### config.mk
export PLATFORM = sky130hd
export DESIGN_NAME = srtf_preemptive_scheduler
export DESIGN_NICKNAME = d
export VERILOG_FILES = /design/src/rtl/core/srtf_pkg.sv /design/src/rtl/core/srtf_job_table.sv /design/src/rtl/core/srtf_preemptive_scheduler.sv
export VERILOG_INCLUDE_DIRS = /design/src /design/src/rtl/core
export SDC_FILE = /design/constraint.sdc
export NUM_CORES = 1
export LEC_CHECK = 0
export ABC_CLOCK_PERIOD_IN_PS = 5100
export BUFFER_PORTS_ARGS = -buffer_cell sky130_fd_sc_hd__buf_2
export CAP_MARGIN = 25
export CORE_ASPECT_RATIO = 1.75
export CORE_MARGIN = 5
export CORE_UTILIZATION = 35
export DETAILED_ROUTE_END_ITERATION = 16
export SLEW_MARGIN = 20
export SYNTH_ARGS = -nofsm -noshare
export SYNTH_HDL_FRONTEND = slang
export SYNTH_SLANG_ARGS = --single-unit
### constraint.sdc
create_clock -name clk -period 5.1 [get_ports clk]
set_input_delay 1.02 -clock clk [delete_from_list [all_inputs] [get_ports clk]]
set_output_delay 1.02 -clock clk [all_outputs]
set_load 0.02 [all_outputs]
### src/rtl/core/srtf_preemptive_scheduler_defines.svh
// ----------------------------------------------------------------------------
// srtf_preemptive_scheduler_defines.svh
// assertion macros shared by the scheduler rtl
// ----------------------------------------------------------------------------
`ifndef SRTF_PREEMPTIVE_SCHEDULER_DEFINES_SVH
`define SRTF_PREEMPTIVE_SCHEDULER_DEFINES_SVH

// property must hold at every rising clock edge outside reset
`define SRTF_ASSERT(lbl, prop, msg) \
	lbl: assert property (@(posedge clk) disable iff (!arst_n) prop) else $error(msg);

// expression must never be true outside reset
`define SRTF_ASSERT_NEVER(lbl, expr, msg) \
	lbl: assert property (@(posedge clk) disable iff (!arst_n) !(expr)) else $error(msg);

`endif

### src/rtl/core/srtf_pkg.sv
// ----------------------------------------------------------------------------
// srtf_pkg
// shared types and constants of the srtf scheduler
// ----------------------------------------------------------------------------
package srtf_pkg;

	localparam int TIME_W       = 16;
	localparam int BURST_W      = 12;
	localparam int ID_W         = 5;
	localparam int MAX_JOBS_DEF = 16;

	typedef enum logic [1:0] {
		OP_LOAD  = 2'd0,
		OP_TICK  = 2'd1,
		OP_CLEAR = 2'd2
	} op_t;

	typedef struct packed {
		op_t                op;
		logic [TIME_W-1:0]  arrival_time;
		logic [BURST_W-1:0] burst_time;
	} cmd_t;

	typedef struct packed {
		logic [TIME_W-1:0] tick_time;
		logic [ID_W-1:0]   running_id;
		logic              finished;
		logic [TIME_W-1:0] completion_time;
		logic [TIME_W-1:0] turnaround;
		logic [TIME_W-1:0] waiting;
		logic              all_done;
	} res_t;

	// controls from the sequencer to the job table
	typedef struct packed {
		logic load;
		logic update;
		logic fin;
		logic clear;
	} tbl_ctl_t;

endpackage

### src/rtl/core/srtf_job_table.sv
// ----------------------------------------------------------------------------
// srtf_job_table
// job storage: arrival, burst and remaining memories plus done marks
// ----------------------------------------------------------------------------
module srtf_job_table #(
	parameter int MAX_JOBS = srtf_pkg::MAX_JOBS_DEF
) (
	input  logic                         clk,
	input  logic                         arst_n,
	input  srtf_pkg::tbl_ctl_t           ctl,
	input  logic [$clog2(MAX_JOBS)-1:0]  wr_addr,
	input  logic [srtf_pkg::TIME_W-1:0]  wr_arr,
	input  logic [srtf_pkg::BURST_W-1:0] wr_bur,
	input  logic [srtf_pkg::BURST_W-1:0] wr_rem,
	input  logic [$clog2(MAX_JOBS)-1:0]  rd_addr,
	output logic [srtf_pkg::TIME_W-1:0]  rd_arr,
	output logic [srtf_pkg::BURST_W-1:0] rd_bur,
	output logic [srtf_pkg::BURST_W-1:0] rd_rem,
	output logic                         rd_done
);

	logic [srtf_pkg::TIME_W-1:0]  arr_mem [MAX_JOBS];
	logic [srtf_pkg::BURST_W-1:0] bur_mem [MAX_JOBS];
	logic [srtf_pkg::BURST_W-1:0] rem_mem [MAX_JOBS];
	logic [MAX_JOBS-1:0]          done_q;

	always_ff @(posedge clk) begin
		if (ctl.load) begin
			arr_mem[wr_addr] <= wr_arr;
			bur_mem[wr_addr] <= wr_bur;
		end
		if (ctl.load || ctl.update) begin
			rem_mem[wr_addr] <= wr_rem;
		end
		rd_arr  <= arr_mem[rd_addr];
		rd_bur  <= bur_mem[rd_addr];
		rd_rem  <= rem_mem[rd_addr];
		rd_done <= done_q[rd_addr];
	end

	// done marks reset as a whole, so they live in flops
	always_ff @(posedge clk or negedge arst_n) begin
		if (!arst_n) begin
			done_q <= '0;
		end else if (ctl.clear) begin
			done_q <= '0;
		end else begin
			if (ctl.load) begin
				done_q[wr_addr] <= 1'b0;
			end
			if (ctl.update && ctl.fin) begin
				done_q[wr_addr] <= 1'b1;
			end
		end
	end

endmodule

### src/rtl/core/srtf_preemptive_scheduler.sv
// ----------------------------------------------------------------------------
// srtf_preemptive_scheduler
// preemptive shortest-remaining-time-first job scheduler
// ----------------------------------------------------------------------------
// usage
//   cmd channel (cmd_valid/cmd_ready, payload cmd) carries load, tick and clear
//   transactions; res channel (res_valid/res_ready, payload res) carries one
//   result transaction per tick, none for load, clear or the unused op code
//   load and clear are handled in the idle state, which the block does not leave
//   a tick is worked through in order: the table has one read port with a
//   registered read, so the search reads one entry a cycle and then drains the
//   last read; then come the update, turnaround and waiting on the shared
//   subtractor, and the output register; a new tick is taken only after the
//   result of the last one has gone into the output register
//   cmd_ready is high only while the sequencer is idle; the block keeps
//   taking commands while a result waits in the output register, and a
//   following tick holds in its last state until that register is free
//   reset empties the table, zeroes time and both job counters and drops any
//   pending result; the memories themselves are not cleared, only entries
//   below the fill count are ever read
// ----------------------------------------------------------------------------
`include "srtf_preemptive_scheduler_defines.svh"

module srtf_preemptive_scheduler #(
	parameter int MAX_JOBS = srtf_pkg::MAX_JOBS_DEF
) (
	input  logic           clk,
	input  logic           arst_n,
	input  logic           cmd_valid,
	output logic           cmd_ready,
	input  srtf_pkg::cmd_t cmd,
	output logic           res_valid,
	input  logic           res_ready,
	output srtf_pkg::res_t res
);

	localparam int IDX_W = $clog2(MAX_JOBS);
	localparam int CNT_W = $clog2(MAX_JOBS + 1);
	localparam int TW    = srtf_pkg::TIME_W;
	localparam int BW    = srtf_pkg::BURST_W;
	localparam logic [CNT_W-1:0] CNT_MAX  = CNT_W'(MAX_JOBS);
	localparam logic [TW-1:0]    TIME_MAX = '1;

	// one-hot sequencer
	typedef enum logic [5:0] {
		ST_IDLE   = 6'b000001,
		ST_SCAN   = 6'b000010,
		ST_UPDATE = 6'b000100,
		ST_TAT    = 6'b001000,
		ST_WAIT   = 6'b010000,
		ST_RESULT = 6'b100000
	} state_t;

	state_t             state_q;
	logic [CNT_W-1:0]   loaded_q;
	logic [CNT_W-1:0]   fin_cnt_q;
	logic [TW-1:0]      time_q;
	logic [CNT_W-1:0]   rd_idx_q;
	logic               pend_s1;
	logic [IDX_W-1:0]   idx_s1;

	// best candidate so far
	logic               found_q;
	logic [IDX_W-1:0]   best_idx_q;
	logic [BW-1:0]      best_rem_q;
	logic [TW-1:0]      best_arr_q;
	logic [BW-1:0]      best_bur_q;

	logic               fin_q;
	logic [TW-1:0]      comp_q;
	logic [TW-1:0]      tat_q;
	logic [TW-1:0]      wait_q;

	srtf_pkg::res_t     res_q;
	logic               res_valid_q;

	// table side
	srtf_pkg::tbl_ctl_t tbl_ctl;
	logic [IDX_W-1:0]   tbl_wr_addr;
	logic [BW-1:0]      tbl_wr_rem;
	logic [TW-1:0]      rd_arr;
	logic [BW-1:0]      rd_bur;
	logic [BW-1:0]      rd_rem;
	logic               rd_done;

	logic               cmd_fire;
	logic               load_ok;
	logic               issue;
	logic               cand;
	logic               better;
	logic [BW-1:0]      rem_dec;
	logic               res_free;

	// shared subtractor, borrow in the top bit
	logic [TW-1:0]      sub_a;
	logic [TW-1:0]      sub_b;
	logic [TW:0]        sub_d;

	assign cmd_ready = (state_q == ST_IDLE);
	assign cmd_fire  = cmd_valid && cmd_ready;
	assign load_ok   = cmd_fire && (cmd.op == srtf_pkg::OP_LOAD) && (loaded_q < CNT_MAX)
		&& (cmd.burst_time != '0);

	// one table read per scan cycle while entries remain
	assign issue = (state_q == ST_SCAN) && (rd_idx_q < loaded_q);

	// candidate must have arrived and be unfinished; ties fall to earlier arrival,
	// then to the lower id because the scan runs upwards with a strict compare
	assign cand   = pend_s1 && !rd_done && (rd_arr <= time_q);
	assign better = !found_q || (rd_rem < best_rem_q)
		|| ((rd_rem == best_rem_q) && (rd_arr < best_arr_q));

	assign rem_dec = (best_rem_q != '0) ? best_rem_q - BW'(1) : '0;

	always_comb begin
		tbl_ctl.load   = load_ok;
		tbl_ctl.update = (state_q == ST_UPDATE) && found_q;
		tbl_ctl.fin    = (rem_dec == '0);
		tbl_ctl.clear  = cmd_fire && (cmd.op == srtf_pkg::OP_CLEAR);
	end

	assign tbl_wr_addr = load_ok ? loaded_q[IDX_W-1:0] : best_idx_q;
	assign tbl_wr_rem  = load_ok ? cmd.burst_time : rem_dec;

	srtf_job_table #(
		.MAX_JOBS (MAX_JOBS)
	) u_table (
		.clk     (clk),
		.arst_n  (arst_n),
		.ctl     (tbl_ctl),
		.wr_addr (tbl_wr_addr),
		.wr_arr  (cmd.arrival_time),
		.wr_bur  (cmd.burst_time),
		.wr_rem  (tbl_wr_rem),
		.rd_addr (rd_idx_q[IDX_W-1:0]),
		.rd_arr  (rd_arr),
		.rd_bur  (rd_bur),
		.rd_rem  (rd_rem),
		.rd_done (rd_done)
	);

	// turnaround first, then waiting from it
	always_comb begin
		if (state_q == ST_TAT) begin
			sub_a = comp_q;
			sub_b = best_arr_q;
		end else begin
			sub_a = tat_q;
			sub_b = TW'(best_bur_q);
		end
		sub_d = {1'b0, sub_a} - {1'b0, sub_b};
	end

	assign res_free = !res_valid_q || res_ready;

	// sequencer and control state
	always_ff @(posedge clk or negedge arst_n) begin
		if (!arst_n) begin
			state_q     <= ST_IDLE;
			loaded_q    <= '0;
			fin_cnt_q   <= '0;
			time_q      <= '0;
			rd_idx_q    <= '0;
			pend_s1     <= 1'b0;
			found_q     <= 1'b0;
			fin_q       <= 1'b0;
		end else begin
			pend_s1 <= issue;
			unique case (state_q)
				ST_IDLE: begin
					if (cmd_fire) begin
						case (cmd.op)
							srtf_pkg::OP_LOAD: begin
								if (load_ok) begin
									loaded_q <= loaded_q + CNT_W'(1);
								end
							end
							srtf_pkg::OP_TICK: begin
								rd_idx_q <= '0;
								found_q  <= 1'b0;
								state_q  <= ST_SCAN;
							end
							srtf_pkg::OP_CLEAR: begin
								loaded_q  <= '0;
								fin_cnt_q <= '0;
								time_q    <= '0;
							end
							default: begin
							end
						endcase
					end
				end
				ST_SCAN: begin
					if (issue) begin
						rd_idx_q <= rd_idx_q + CNT_W'(1);
					end
					if (cand && better) begin
						found_q <= 1'b1;
					end
					if (!issue && !pend_s1) begin
						state_q <= ST_UPDATE;
					end
				end
				ST_UPDATE: begin
					fin_q <= found_q && (rem_dec == '0);
					if (found_q && (rem_dec == '0)) begin
						fin_cnt_q <= fin_cnt_q + CNT_W'(1);
					end
					state_q <= ST_TAT;
				end
				ST_TAT: begin
					state_q <= ST_WAIT;
				end
				ST_WAIT: begin
					state_q <= ST_RESULT;
				end
				ST_RESULT: begin
					if (res_free) begin
						if (time_q != TIME_MAX) begin
							time_q <= time_q + TW'(1);
						end
						state_q <= ST_IDLE;
					end
				end
				default: begin
					state_q <= ST_IDLE;
				end
			endcase
		end
	end

	// output register valid flag: set by a finished tick, cleared when taken
	always_ff @(posedge clk or negedge arst_n) begin
		if (!arst_n) begin
			res_valid_q <= 1'b0;
		end else if ((state_q == ST_RESULT) && res_free) begin
			res_valid_q <= 1'b1;
		end else if (res_ready) begin
			res_valid_q <= 1'b0;
		end
	end

	// datapath registers, no reset needed
	always_ff @(posedge clk) begin
		idx_s1 <= rd_idx_q[IDX_W-1:0];
		if (cand && better) begin
			best_idx_q <= idx_s1;
			best_rem_q <= rd_rem;
			best_arr_q <= rd_arr;
			best_bur_q <= rd_bur;
		end
		if (state_q == ST_UPDATE) begin
			comp_q <= (time_q != TIME_MAX) ? time_q + TW'(1) : TIME_MAX;
		end
		if (state_q == ST_TAT) begin
			tat_q <= sub_d[TW-1:0];
		end
		if (state_q == ST_WAIT) begin
			// waiting floors at zero, only reachable once time has saturated
			wait_q <= sub_d[TW] ? '0 : sub_d[TW-1:0];
		end
		if ((state_q == ST_RESULT) && res_free) begin
			res_q.tick_time       <= time_q;
			res_q.running_id      <= found_q
				? srtf_pkg::ID_W'(32'(best_idx_q) + 32'd1) : '0;
			res_q.finished        <= fin_q;
			res_q.completion_time <= fin_q ? comp_q : '0;
			res_q.turnaround      <= fin_q ? tat_q : '0;
			res_q.waiting         <= fin_q ? wait_q : '0;
			res_q.all_done        <= (fin_cnt_q == loaded_q);
		end
	end

	assign res_valid = res_valid_q;
	assign res       = res_q;

	// checks
	`SRTF_ASSERT_NEVER(a_fin_le_loaded, fin_cnt_q > loaded_q, "more jobs finished than loaded")
	`SRTF_ASSERT(a_res_from_tick, $rose(res_valid_q) |-> $past(state_q == ST_RESULT), "result without tick")
	`SRTF_ASSERT(a_time_mono, !(cmd_fire && (cmd.op == srtf_pkg::OP_CLEAR)) |=> time_q >= $past(time_q), "time went back")

endmodule
==> results of run 1 <==
[how the worst max path moves through the flow]
stage / to / cells past startpoint / slack (ns)
after floorplan: u_table.arr_mem[4][0] / 3 / 0.04
after global placement: u_table.arr_mem[0][8] / 8 / 0.72
after detailed placement: u_table.arr_mem[0][13] / 8 / 0.65
after CTS: wait_q[9] / 16 / 0.76
after global routing: wait_q[9] / 16 / 0.46
final: wait_q[9] / 16 / 0.73
[critical path: stages (launching register included)]
cell and delay, ns:
sky130_fd_sc_hd__dfrtp_1 0.45, sky130_fd_sc_hd__nor3_1 0.41, sky130_fd_sc_hd__nand3b_1 0.16, sky130_fd_sc_hd__or2_2 0.36
sky130_fd_sc_hd__buf_4 0.28, sky130_fd_sc_hd__mux2i_1 0.22, sky130_fd_sc_hd__ha_1 0.21, sky130_fd_sc_hd__inv_1 0.06
sky130_fd_sc_hd__fa_1 0.42, sky130_fd_sc_hd__a211oi_1 0.36, sky130_fd_sc_hd__o21a_1 0.22, sky130_fd_sc_hd__o21ai_0 0.17
sky130_fd_sc_hd__nand2_1 0.15, sky130_fd_sc_hd__o211ai_1 0.14, sky130_fd_sc_hd__a31oi_1 0.18, sky130_fd_sc_hd__buf_4 0.23
sky130_fd_sc_hd__a211oi_1 0.07
[Yosys cell counts, drive strengths merged (2+ instances only)]
cell type,n
o31a,3
mux4,205
and4,3
nor4,16
nor2b,23
a21oi,63
o31ai,7
clkinv,2
a22oi,2
nand4,14
clkbuf,59
o211a,2
inv,63
a31o,3
o21ai,71
and2,59
a22o,2
ha,69
dfxtp,45
nor2,83
xnor2,31
and3,18
nor3b,5
dfrtp,56
o21a,12
buf,26
nand3,49
a211oi,4
a31oi,4
a21o,18
nand3b,9
nand2b,11
o211ai,4
or3,12
edfxtp,803
o41ai,2
xor2,10
nand2,126
or4,3
or2,5
nor3,17
mux2i,4
[routing by layer]
| layer | share of wire [%] | GRT usage (%) | up-vias |
|---|---|---|---|
| li1 | - | - | 8344 |
| met1 | 37 | 17.3 | 9667 |
| met2 | 54 | 27.9 | 512 |
| met3 | 4.4 | 2.30 | 152 |
| met4 | 4.7 | 6.72 | 6 |
| met5 | 0.040 | 0 | - |
[stage by stage]
step / power, uW / cell area, um2 / hold WS, ns / util, %
6_report: 17200 / 41700 / 0.406 / 40.3
5_1_grt: 17900 / 41700 / 0.410 / 40.3
4_1_cts: 17400 / 41700 / 0.407 / 40.3
3_5_place_dp: 11300 / 39000 / 0.391 / 37.7
3_3_place_gp: 11200 / 39000 / 0.386 / 37.7
2_1_floorplan: 10500 / 36600 / 0.369 / -
[power groups by stage]
stage / Sequential, uW / Clock (uW) / Combinational, uW
finish: 8710 / 6070 / 2390
global route: 8730 / 6520 / 2620
global placement: 8860 / 0 / 2370
floorplan: 8590 / 0 / 1910
CTS: 8710 / 6230 / 2440
detailed placement: 8870 / 0 / 2430
[registers in the layout, summed over array words and instances, names as in the netlist, 5 cells and up]
register         count
rd_idx_q             5
best_arr_q          16
fin_cnt_q            5
u_table.rem_mem    192
res                 71
tat_q               16
u_table.rd_bur      12
wait_q              16
state_q              6
loaded_q             5
time_q              16
best_bur_q          12
u_table.done_q      16
best_rem_q          12
u_table.arr_mem    256
u_table.bur_mem    192
u_table.rd_arr      16
u_table.rd_rem      12
comp_q              16
[final cells by class]
cell class / count / area share (%)
diodes: 5 / 0.0300
clock buffers: 91 / 4.92
clock inverters: 50 / 1.39
inverters: 65 / 0.600
multi-input cells: 983 / 23.1
flip-flops and latches: 905 / 63.4
well taps: 1343 / 4.03
repair buffers: 165 / 2.55
[cells by family after synthesis]
logic type,count (synthesis)
DFF,905
and+or+nand+nor,456
muxes,210
AOI/OAI and AO/OA,206
buffers and inverters,150
adders and majority gates,70
xor gates and xnor gates,41
==> impl_metrics.xml, run 1 <==
<?xml version="1.0" encoding="UTF-8"?>
<metrics>
  <group name="global_routing">
    <metric name="antenna_found_initial" unit="">11</metric>
    <metric name="number_of_global_route_vias_before_repair" unit="">19800</metric>
    <metric name="wire_length_of_the_first_global_routing_pass" unit="um">127000</metric>
    <metric name="overflow" unit="">0</metric>
    <metric name="track_usage" unit="%">15.2</metric>
    <metric name="pin_count_of_the_biggest_net_entering_global_routing" unit="">115</metric>
  </group>
  <group name="floorplan">
    <metric name="placementRows" unit="">156</metric>
    <metric name="io_pins" unit="">107</metric>
    <metric name="floorplan.die.width" unit="um">254</metric>
    <metric name="overall_die_height" unit="um">437</metric>
    <metric name="initial_cell_density_of_the_core" unit="%">35.3</metric>
    <metric name="core" unit="um2">103000</metric>
    <metric name="dieArea" unit="um2">111000</metric>
  </group>
  <group name="logic_synthesis">
    <metric name="syn_inst" unit="">2038</metric>
    <metric name="synth.top_cells.by_area" unit="">sky130_fd_sc_hd__edfxtp_1, sky130_fd_sc_hd__mux4_2, sky130_fd_sc_hd__dfrtp_1</metric>
    <metric name="synth_fp_nets" unit="">2142</metric>
    <metric name="postSynth.asyncResetShare" unit="%">6.30</metric>
    <metric name="yosys.cell_types.count" unit="">71</metric>
    <metric name="synth.yosys.warnings" unit="">0</metric>
    <metric name="yosys.area_share.xor_xnor" unit="%">0.983</metric>
    <metric name="synth_enable_flop_cells" unit="">803</metric>
    <metric name="synth_simple_gate_area_share" unit="%">6.43</metric>
    <metric name="synth.top_cell.area_share" unit="%">66.0</metric>
    <metric name="yosysSeqAreaShare" unit="%">72.4</metric>
    <metric name="netlist_area" unit="um2">36500</metric>
    <metric name="synthMuxAreaShare" unit="%">12.8</metric>
    <metric name="postSynthAreaPerCell" unit="um2">17.9</metric>
    <metric name="dominant_cell_type_by_area_after_synthesis" unit="">sky130_fd_sc_hd__edfxtp_1</metric>
    <metric name="combinational_family_with_the_most_area_after_synthesis" unit="">multiplexers</metric>
    <metric name="synth_compound_area_share" unit="%">3.39</metric>
    <metric name="postSynthRegisterBits" unit="">905</metric>
    <metric name="synthFlopType" unit="">sky130_fd_sc_hd__edfxtp_1</metric>
    <metric name="synth-adder-area-share" unit="%">2.42</metric>
  </group>
  <group name="hold_path">
    <metric name="min_from" unit="">idx_s1[3]</metric>
    <metric name="hold_path_end" unit="">best_idx_q[3]</metric>
    <metric name="worst_min_delay_path_category" unit="">reg2reg</metric>
    <metric name="min_path_cells" unit="">0</metric>
  </group>
  <group name="sta">
    <metric name="unrepaired_setup_endpoints_after_global_routing" unit="">false</metric>
    <metric name="worst_slew_pin_slew" unit="ns">0.955</metric>
    <metric name="final_critical_path_share_of_the_clock_period" unit="%">85.7</metric>
    <metric name="min_period" unit="ns">4.37</metric>
    <metric name="worst_slew_margin_rel" unit="%">35.7</metric>
    <metric name="post-route-worst-setup-slack" unit="ns">0.728</metric>
    <metric name="report.final.slew_viol_count" unit="">0</metric>
    <metric name="count_of_final_setup_violators" unit="">0</metric>
    <metric name="final_sum_of_negative_setup_slack" unit="ns">0</metric>
    <metric name="timing.fmax" unit="MHz">229</metric>
    <metric name="report.final.hold_viol_count" unit="">0</metric>
    <metric name="finalClockSkew" unit="ns">0.0197</metric>
  </group>
  <group name="clock_tree">
    <metric name="clk_transition_reported_paths" unit="ns">0.07</metric>
    <metric name="cts_sinks" unit="">905</metric>
    <metric name="cts_tree" unit="">yes</metric>
    <metric name="ctsHtreeMaxLevel" unit="">3</metric>
    <metric name="cts_made_buffers" unit="">76</metric>
    <metric name="cts-resized-gates" unit="">0</metric>
    <metric name="clk_root_buffer_cell" unit="">sky130_fd_sc_hd__clkbuf_16</metric>
    <metric name="clk-insertion-delay-late" unit="ns">0.65</metric>
    <metric name="cts-hold-fix-buffers" unit="">0</metric>
    <metric name="cts_max_path_buffers" unit="">3</metric>
    <metric name="post-cts-setup-buffer-count" unit="">0</metric>
  </group>
  <group name="setup_path">
    <metric name="reg2reg_from" unit="">state_q[1]</metric>
    <metric name="critPathLaunch" unit="">state_q[1]</metric>
    <metric name="critical_path.reg2reg.endpoint" unit="">wait_q[9]</metric>
    <metric name="ff2ff_path_depth" unit="">16</metric>
    <metric name="crit_arrival" unit="ns">4.76</metric>
    <metric name="timing.critical_path.from_type" unit="">flip-flop</metric>
    <metric name="endpoint_kind" unit="">flip-flop</metric>
    <metric name="critical_path_required" unit="ns">5.48</metric>
    <metric name="regToRegSetupSlack" unit="ns">0.73</metric>
    <metric name="critPathMaxFanout" unit="">40</metric>
    <metric name="path_class" unit="">reg2reg</metric>
  </group>
  <group name="layout">
    <metric name="n_fill_cell" unit="">9199</metric>
    <metric name="number_of_non_filler_instances_in_the_completed_layout" unit="">3607</metric>
    <metric name="mostFrequentLayoutCells" unit="">sky130_fd_sc_hd__edfxtp_1, sky130_fd_sc_hd__mux4_2, sky130_fd_sc_hd__nand2_1</metric>
    <metric name="layout_commonest_cell" unit="">sky130_fd_sc_hd__edfxtp_1</metric>
    <metric name="area.sequential" unit="um2">26500</metric>
    <metric name="nNetsFinal" unit="">2300</metric>
    <metric name="multi_input_area" unit="um2">9630</metric>
    <metric name="drive_above_1_share" unit="%">23.9</metric>
    <metric name="flow.area_growth_from_synthesis" unit="%">14.1</metric>
  </group>
  <group name="pwr">
    <metric name="power.switching" unit="uW">4200</metric>
    <metric name="sw_frac_of_total" unit="%">24.4</metric>
    <metric name="vdd_ir_drop_max" unit="mV">0.320</metric>
    <metric name="share_seq_of_total_power" unit="%">50.7</metric>
    <metric name="pwr_density_cell" unit="nW/um2">412</metric>
    <metric name="power.share.combinational" unit="%">13.9</metric>
    <metric name="power.share.clock" unit="%">35.4</metric>
    <metric name="power_report.internal_total" unit="uW">13000</metric>
    <metric name="cellLeakagePower" unit="uW">0.0138</metric>
  </group>
  <group name="drt">
    <metric name="avgRoutedWirePerCell" unit="um">23.5</metric>
    <metric name="drt_wl_total" unit="um">84900</metric>
    <metric name="dr_total_vias" unit="">18700</metric>
    <metric name="antenna_violating_nets_post_route" unit="">0</metric>
    <metric name="vias_per_cell" unit="">5.18</metric>
    <metric name="dr.pass1.iters" unit="">7</metric>
    <metric name="remaining_drc_errors" unit="">0</metric>
    <metric name="drt_iter0_markers" unit="">1326</metric>
  </group>
  <group name="run">
    <metric name="maxCapViolations" unit="">0</metric>
  </group>
  <group name="place">
    <metric name="dp_cells" unit="">3458</metric>
    <metric name="place.gp.congestion" unit="">0.897</metric>
    <metric name="place.detailed.hpwl" unit="um">55600</metric>
    <metric name="port-buffer-count" unit="">106</metric>
    <metric name="dpl_worst_slack" unit="ns">0.654</metric>
  </group>
  <group name="run_status">
    <metric name="run_status" unit="">finished, final reports clean</metric>
  </group>
</metrics>
No activity file was read; power rests on OpenSTA's default activity.
==> run 2: changes to the inputs <==
CORE_MARGIN = 3   (was 5)
PLACE_DENSITY_LB_ADDON = 0.15   (was not set)
==> run 2 against run 1 <==
Net effect:
- sequential power is essentially flat
- total power increased by 2.2%
- critical path depth unchanged
- worst hold slack lost 0.065 ns
- global-route usage rose by 1.7 points
- register-to-register slack better by 0.02 ns
- via count increased by 0.66%
- largest cell class unchanged
- highest routed layer unchanged
- combinational power grew 5%
- first-iteration DRC count grew 3.6%
- flip-flop and latch count unchanged
==> impl_metrics.xml, run 2 (same netlist as run 1, synthesis figures left out) <==
<?xml version="1.0" encoding="UTF-8"?>
<metrics>
  <group name="floorplan">
    <metric name="dieArea" unit="um2">108000</metric>
    <metric name="floorplan.die.width" unit="um">250</metric>
    <metric name="overall_die_height" unit="um">433</metric>
    <metric name="io_pins" unit="">107</metric>
    <metric name="initial_cell_density_of_the_core" unit="%">35.3</metric>
    <metric name="core" unit="um2">103000</metric>
    <metric name="placementRows" unit="">156</metric>
  </group>
  <group name="pwr">
    <metric name="pwr_density_cell" unit="nW/um2">418</metric>
    <metric name="cellLeakagePower" unit="uW">0.0139</metric>
    <metric name="vdd_ir_drop_max" unit="mV">0.269</metric>
    <metric name="fin_total_pwr" unit="uW">17500</metric>
  </group>
  <group name="layout">
    <metric name="nNetsFinal" unit="">2321</metric>
    <metric name="layout_commonest_cell" unit="">sky130_fd_sc_hd__edfxtp_1</metric>
    <metric name="flip_flop_count_of_the_largest_register_all_copies_and_words_added" unit="">256</metric>
    <metric name="final_area" unit="um2">42000</metric>
    <metric name="largest_registers_in_the_final_layout" unit="">u_table.arr_mem (256), u_table.bur_mem (192), u_table.rem_mem (192)</metric>
    <metric name="post-route-util" unit="%">40.6</metric>
    <metric name="multi_input_area" unit="um2">9630</metric>
    <metric name="flow.area_growth_from_synthesis" unit="%">14.9</metric>
    <metric name="mostFrequentLayoutCells" unit="">sky130_fd_sc_hd__edfxtp_1, sky130_fd_sc_hd__mux4_2, sky130_fd_sc_hd__nand2_1</metric>
    <metric name="drive_above_1_share" unit="%">24.2</metric>
    <metric name="n_fill_cell" unit="">9381</metric>
    <metric name="largest_register" unit="">u_table.arr_mem</metric>
    <metric name="number_of_non_filler_instances_in_the_completed_layout" unit="">3634</metric>
    <metric name="area.sequential" unit="um2">26500</metric>
  </group>
  <group name="place">
    <metric name="dp_cells" unit="">3473</metric>
    <metric name="place.gp.congestion" unit="">0.798</metric>
    <metric name="place.detailed.hpwl" unit="um">61000</metric>
    <metric name="placement.cell_area" unit="um2">39200</metric>
    <metric name="port-buffer-count" unit="">106</metric>
  </group>
  <group name="sta">
    <metric name="timing.fmax" unit="MHz">230</metric>
    <metric name="final_sum_of_negative_setup_slack" unit="ns">0</metric>
    <metric name="unrepaired_setup_endpoints_after_global_routing" unit="">false</metric>
    <metric name="count_of_final_setup_violators" unit="">0</metric>
    <metric name="worst_slew_margin_rel" unit="%">21.0</metric>
    <metric name="worst_slew_pin_slew" unit="ns">1.17</metric>
    <metric name="report.final.hold_viol_count" unit="">0</metric>
    <metric name="report.final.slew_viol_count" unit="">0</metric>
    <metric name="finalClockSkew" unit="ns">0.0325</metric>
    <metric name="min_period" unit="ns">4.35</metric>
    <metric name="final_critical_path_share_of_the_clock_period" unit="%">85.3</metric>
  </group>
  <group name="clock_tree">
    <metric name="clk_transition_reported_paths" unit="ns">0.06</metric>
    <metric name="clk-insertion-delay-late" unit="ns">0.69</metric>
    <metric name="cts_made_buffers" unit="">85</metric>
    <metric name="cts-hold-fix-buffers" unit="">0</metric>
    <metric name="cts_max_path_buffers" unit="">3</metric>
    <metric name="clk_root_buffer_cell" unit="">sky130_fd_sc_hd__clkbuf_16</metric>
    <metric name="post-cts-setup-buffer-count" unit="">0</metric>
    <metric name="cts-resized-gates" unit="">0</metric>
    <metric name="cts_tree" unit="">yes</metric>
    <metric name="cts_sinks" unit="">905</metric>
    <metric name="ctsHtreeMaxLevel" unit="">3</metric>
  </group>
  <group name="setup_path">
    <metric name="critPathLaunch" unit="">state_q[1]</metric>
    <metric name="endpoint_kind" unit="">flip-flop</metric>
    <metric name="reg2reg_from" unit="">state_q[1]</metric>
    <metric name="critical_path_required" unit="ns">5.61</metric>
    <metric name="crit_arrival" unit="ns">4.86</metric>
    <metric name="worstPathCellList" unit="">nor3_1 -&gt; nand3b_1 -&gt; or2_2 -&gt; inv_1 -&gt; buf_4 -&gt; nand2_1 -&gt; nand2_1 -&gt; fa_1 -&gt; a211oi_1 -&gt; o21a_1 -&gt; o21ai_0 -&gt; nand2_1 -&gt; o211ai_1 -&gt; a31oi_1 -&gt; buf_4 -&gt; a211oi_1</metric>
    <metric name="critical_path.n_buffers_inverters" unit="">3</metric>
    <metric name="cp_common_cell" unit="">sky130_fd_sc_hd__nand2_1</metric>
    <metric name="cp_slowest_stage_delay" unit="ns">0.49</metric>
    <metric name="slowest_stage_cell_cp" unit="">sky130_fd_sc_hd__or2_2</metric>
    <metric name="path_delay_family" unit="">compound AO/OA/AOI/OAI gates</metric>
    <metric name="timing.critical_path.from_type" unit="">flip-flop</metric>
    <metric name="critPathMaxFanout" unit="">35</metric>
    <metric name="path_class" unit="">reg2reg</metric>
  </group>
  <group name="global_routing">
    <metric name="number_of_global_route_vias_before_repair" unit="">19900</metric>
    <metric name="antenna_found_initial" unit="">3</metric>
    <metric name="wire_length_of_the_first_global_routing_pass" unit="um">135000</metric>
    <metric name="pin_count_of_the_biggest_net_entering_global_routing" unit="">74</metric>
    <metric name="track_usage" unit="%">16.9</metric>
    <metric name="overflow" unit="">0</metric>
  </group>
  <group name="drt">
    <metric name="drt_wl_total" unit="um">90800</metric>
    <metric name="drt_iter0_markers" unit="">1374</metric>
    <metric name="met2WireLength" unit="um">50200</metric>
    <metric name="detailroute.wirelength.met3" unit="um">3250</metric>
    <metric name="dr_total_vias" unit="">18800</metric>
    <metric name="antenna_violating_nets_post_route" unit="">0</metric>
    <metric name="dr.pass1.iters" unit="">5</metric>
    <metric name="remaining_drc_errors" unit="">0</metric>
    <metric name="avgRoutedWirePerCell" unit="um">25.0</metric>
    <metric name="routed.top_layer" unit="">met5</metric>
    <metric name="vias_per_cell" unit="">5.17</metric>
    <metric name="wl_met1" unit="um">34900</metric>
  </group>
  <group name="hold_path">
    <metric name="worst_min_delay_path_category" unit="">in2async</metric>
  </group>
  <group name="run_status">
    <metric name="run_status" unit="">finished, final reports clean</metric>
  </group>
  <group name="run">
    <metric name="maxCapViolations" unit="">0</metric>
  </group>
</metrics>
run 2: cell count changes in the layout (fill, tap and decap cells not counted), moves of 2 or more:
cell                         before  now
sky130_fd_sc_hd__clkinvlp_4       8    6
sky130_fd_sc_hd__bufinv_16        9    6
sky130_fd_sc_hd__diode_2          5    2
sky130_fd_sc_hd__clkinv_1         7    9
sky130_fd_sc_hd__clkinv_16        1    4
sky130_fd_sc_hd__clkbuf_1         8   23
sky130_fd_sc_hd__inv_16           2    0
sky130_fd_sc_hd__buf_12           6    9
sky130_fd_sc_hd__clkbuf_16       78   85
sky130_fd_sc_hd__buf_4           50   63
sky130_fd_sc_hd__inv_6            0    2
sky130_fd_sc_hd__buf_8            2    0
run 2: area by class of cell:
type / count / share of cell area [%]
timing repair buffer: 177 / 2.81
multi-input combinational: 983 / 22.9
sequential: 905 / 63.0
clock inverter: 46 / 1.24
inverter: 65 / 0.596
clock buffer: 113 / 5.43
antenna: 2 / 0.0119
tap: 1343 / 4.00
run 2: final timing paths:
| path | cells past startpoint | slack, ns | endpoint |
|---|---|---|---|
| worst max-delay path | 16 | 0.75 | wait_q[9] |
| worst min-delay path | 1 | 0.34 | state_q[3] |
| worst max register to register | 16 | 0.75 | wait_q[9] |
| worst min register to register | 0 | 0.40 | best_idx_q[0] |
| max in group asynchronous | 2 | 4.01 | time_q[7] |
| min in group clk | 0 | 0.40 | best_idx_q[0] |
run 2: per-layer routing:
metal	track usage [%]	vias to the layer above
met4	5.21	4
met3	2.67	112
met5	0	-
met2	31.7	399
met1	19.7	9904
li1	-	8386
run 2: per-stage QoR:
stage	worst slack (ns)	hold slack, ns
3_3_place_gp	0.733	0.387
4_1_cts	0.758	0.405
5_1_grt	0.448	0.340
6_report	0.751	0.341
3_5_place_dp	0.702	0.389
2_1_floorplan	0.0375	0.369
run 2: where the power goes:
group | total [uW] | internal, uW | switching, uW
Combinational | 2510 | 1270 | 1230
Clock | 6350 | 3510 | 2840
Sequential | 8690 | 8330 | 360
Total | 17500 | 13100 | 4430
==> run 3: changes to the inputs <==
CORE_ASPECT_RATIO = not set   (was 1.75)
PLACE_DENSITY = 0.48   (was not set)
PLACE_DENSITY_LB_ADDON = not set   (was 0.15)
==> run 3 against run 2 <==
Net effect:
- non-clock buffer count decreased by 1
- critical path depth unchanged
- sequential share of layout area decreased by 0.83 points
- register-to-register slack got worse by 0.04 ns
- clock power increased by 14%
- final cell count increased by 1.2%
- sequential power about the same
- die area decreased by 0.14%
- design area increased by 1.3%
- largest cell class unchanged
- largest power group unchanged
==> impl_metrics.xml, run 3 (same netlist as run 1, synthesis figures left out) <==
<?xml version="1.0" encoding="UTF-8"?>
<metrics>
  <group name="setup_path">
    <metric name="worstPathCellList" unit="">nor3_1 -&gt; nand3b_1 -&gt; or2_2 -&gt; inv_1 -&gt; buf_4 -&gt; nand2_1 -&gt; nand2_1 -&gt; fa_1 -&gt; a211oi_1 -&gt; o21a_1 -&gt; o21ai_0 -&gt; nand2_1 -&gt; o211ai_1 -&gt; a31oi_1 -&gt; buf_4 -&gt; a211oi_1</metric>
    <metric name="critPathMaxFanout" unit="">41</metric>
    <metric name="endpoint_kind" unit="">flip-flop</metric>
    <metric name="path_delay_family" unit="">simple AND/OR/NAND/NOR gates</metric>
    <metric name="path_class" unit="">reg2reg</metric>
    <metric name="ff2ff_path_depth" unit="">16</metric>
    <metric name="crit_arrival" unit="ns">4.87</metric>
    <metric name="timing.critical_path.from_type" unit="">flip-flop</metric>
    <metric name="cp_slowest_stage_delay" unit="ns">0.59</metric>
    <metric name="cp_common_cell" unit="">sky130_fd_sc_hd__nand2_1</metric>
    <metric name="cp.depth" unit="">16</metric>
    <metric name="critical_path_required" unit="ns">5.59</metric>
    <metric name="slowest_stage_cell_cp" unit="">sky130_fd_sc_hd__or2_2</metric>
    <metric name="critical_path.n_buffers_inverters" unit="">3</metric>
  </group>
  <group name="drt">
    <metric name="vias_per_cell" unit="">5.16</metric>
    <metric name="dr.pass1.iters" unit="">7</metric>
    <metric name="drt_wl_total" unit="um">89800</metric>
    <metric name="antenna_violating_nets_post_route" unit="">0</metric>
    <metric name="avgRoutedWirePerCell" unit="um">24.4</metric>
    <metric name="dr_total_vias" unit="">19000</metric>
    <metric name="drt_iter0_markers" unit="">1649</metric>
    <metric name="remaining_drc_errors" unit="">0</metric>
  </group>
  <group name="pwr">
    <metric name="power.share.clock" unit="%">39.3</metric>
    <metric name="vdd_ir_drop_max" unit="mV">0.263</metric>
    <metric name="fin_total_pwr" unit="uW">18500</metric>
    <metric name="sw_frac_of_total" unit="%">24.5</metric>
    <metric name="power_report.internal_total" unit="uW">14000</metric>
    <metric name="share_seq_of_total_power" unit="%">46.8</metric>
    <metric name="cellLeakagePower" unit="uW">0.0142</metric>
    <metric name="pwr_density_cell" unit="nW/um2">435</metric>
    <metric name="power.switching" unit="uW">4540</metric>
    <metric name="power.share.combinational" unit="%">14.0</metric>
  </group>
  <group name="clock_tree">
    <metric name="clk_transition_reported_paths" unit="ns">0.06</metric>
    <metric name="cts_sinks" unit="">905</metric>
    <metric name="cts-hold-fix-buffers" unit="">0</metric>
    <metric name="cts_made_buffers" unit="">96</metric>
    <metric name="cts_max_path_buffers" unit="">3</metric>
    <metric name="clk-insertion-delay-late" unit="ns">0.66</metric>
    <metric name="cts-resized-gates" unit="">0</metric>
    <metric name="clk_root_buffer_cell" unit="">sky130_fd_sc_hd__clkbuf_16</metric>
    <metric name="ctsHtreeMaxLevel" unit="">3</metric>
    <metric name="cts_tree" unit="">yes</metric>
    <metric name="post-cts-setup-buffer-count" unit="">0</metric>
  </group>
  <group name="sta">
    <metric name="final_critical_path_share_of_the_clock_period" unit="%">86.0</metric>
    <metric name="finalClockSkew" unit="ns">0.0258</metric>
    <metric name="min_period" unit="ns">4.38</metric>
    <metric name="count_of_final_setup_violators" unit="">0</metric>
    <metric name="unrepaired_setup_endpoints_after_global_routing" unit="">false</metric>
    <metric name="worst_slew_pin_slew" unit="ns">0.963</metric>
    <metric name="final_sum_of_negative_setup_slack" unit="ns">0</metric>
    <metric name="report.final.slew_viol_count" unit="">0</metric>
    <metric name="timing.fmax" unit="MHz">228</metric>
    <metric name="report.final.hold_viol_count" unit="">0</metric>
    <metric name="worst_slew_margin_rel" unit="%">35.1</metric>
  </group>
  <group name="run">
    <metric name="maxCapViolations" unit="">0</metric>
  </group>
  <group name="place">
    <metric name="port-buffer-count" unit="">106</metric>
    <metric name="placement.cell_area" unit="um2">39200</metric>
    <metric name="place.gp.congestion" unit="">0.849</metric>
    <metric name="place.detailed.hpwl" unit="um">58200</metric>
  </group>
  <group name="global_routing">
    <metric name="pin_count_of_the_biggest_net_entering_global_routing" unit="">125</metric>
    <metric name="number_of_global_route_vias_before_repair" unit="">19500</metric>
    <metric name="overflow" unit="">0</metric>
    <metric name="antenna_found_initial" unit="">8</metric>
    <metric name="track_usage" unit="%">16.7</metric>
    <metric name="wire_length_of_the_first_global_routing_pass" unit="um">133000</metric>
  </group>
  <group name="layout">
    <metric name="layout_commonest_cell" unit="">sky130_fd_sc_hd__edfxtp_1</metric>
    <metric name="final_area" unit="um2">42600</metric>
    <metric name="largest_register" unit="">u_table.arr_mem</metric>
    <metric name="mostFrequentLayoutCells" unit="">sky130_fd_sc_hd__edfxtp_1, sky130_fd_sc_hd__mux4_2, sky130_fd_sc_hd__nand2_1</metric>
    <metric name="drive_above_1_share" unit="%">24.8</metric>
    <metric name="nNetsFinal" unit="">2331</metric>
    <metric name="flip_flop_count_of_the_largest_register_all_copies_and_words_added" unit="">256</metric>
    <metric name="largest_registers_in_the_final_layout" unit="">u_table.arr_mem (256), u_table.bur_mem (192), u_table.rem_mem (192)</metric>
    <metric name="n_fill_cell" unit="">9095</metric>
    <metric name="flow.area_growth_from_synthesis" unit="%">16.4</metric>
  </group>
  <group name="floorplan">
    <metric name="floorplan.die.width" unit="um">329</metric>
    <metric name="overall_die_height" unit="um">329</metric>
    <metric name="io_pins" unit="">107</metric>
    <metric name="dieArea" unit="um2">108000</metric>
    <metric name="core" unit="um2">103000</metric>
    <metric name="placementRows" unit="">117</metric>
    <metric name="initial_cell_density_of_the_core" unit="%">35.6</metric>
  </group>
  <group name="run_status">
    <metric name="run_status" unit="">finished, final reports clean</metric>
  </group>
  <group name="hold_path">
    <metric name="worst_min_delay_path_category" unit="">reg2reg</metric>
    <metric name="min_path_cells" unit="">0</metric>
  </group>
</metrics>
==> run 3: worst paths after layout <==
path,end,from,slack (ns)
max,wait_q[9],state_q[1],0.72
min,best_bur_q[6],u_table.rd_bur[6],0.40
max reg2reg,wait_q[9],state_q[1],0.72
min reg2reg,best_bur_q[6],u_table.rd_bur[6],0.40
max in group asynchronous,u_table.done_q[15],arst_n,3.68
min in group asynchronous,state_q[5],arst_n,0.47
==> run 3: stage by stage <==
step	instances	setup WS [ns]	hold slack [ns]	util, %
2_1_floorplan	2038	0.0375	0.369	-
3_3_place_gp	3494	0.812	0.386	38.2
3_5_place_dp	3496	0.725	0.389	38.2
4_1_cts	3672	0.705	0.405	41.4
5_1_grt	3675	0.332	0.403	41.5
6_report	3679	0.715	0.400	41.5
==> run 3: final cells by class <==
type	instances	area [um2]	share of cell area [%]
repair buffers	176	1190	2.80
inverters	65	251	0.591
clock inverters	64	842	1.98
well taps	1368	1710	4.02
clock buffers	112	2460	5.79
diodes	6	15.0	0.0353
flip-flops and latches	905	26500	62.2
multi-input cells	983	9630	22.6
==> run 3: power groups by stage <==
| stage | Sequential (uW) | Clock, uW | Combinational, uW |
|---|---|---|---|
| finish | 8660 | 7270 | 2590 |
| global route | 8700 | 7770 | 2820 |
| CTS | 8670 | 7470 | 2650 |
| floorplan | 8590 | 0 | 1910 |
| detailed placement | 8830 | 0 | 2640 |
| global placement | 8820 | 0 | 2610 |
==> run 3: per-layer routing <==
layer / vias to the layer above / global-route usage, % / part of all wire, %
met5: - / 0 / 0
met4: 0 / 4.12 / 1.7
met3: 114 / 2.43 / 4.7
met2: 476 / 27.1 / 48
met1: 9953 / 23.7 / 45
li1: 8452 / - / -
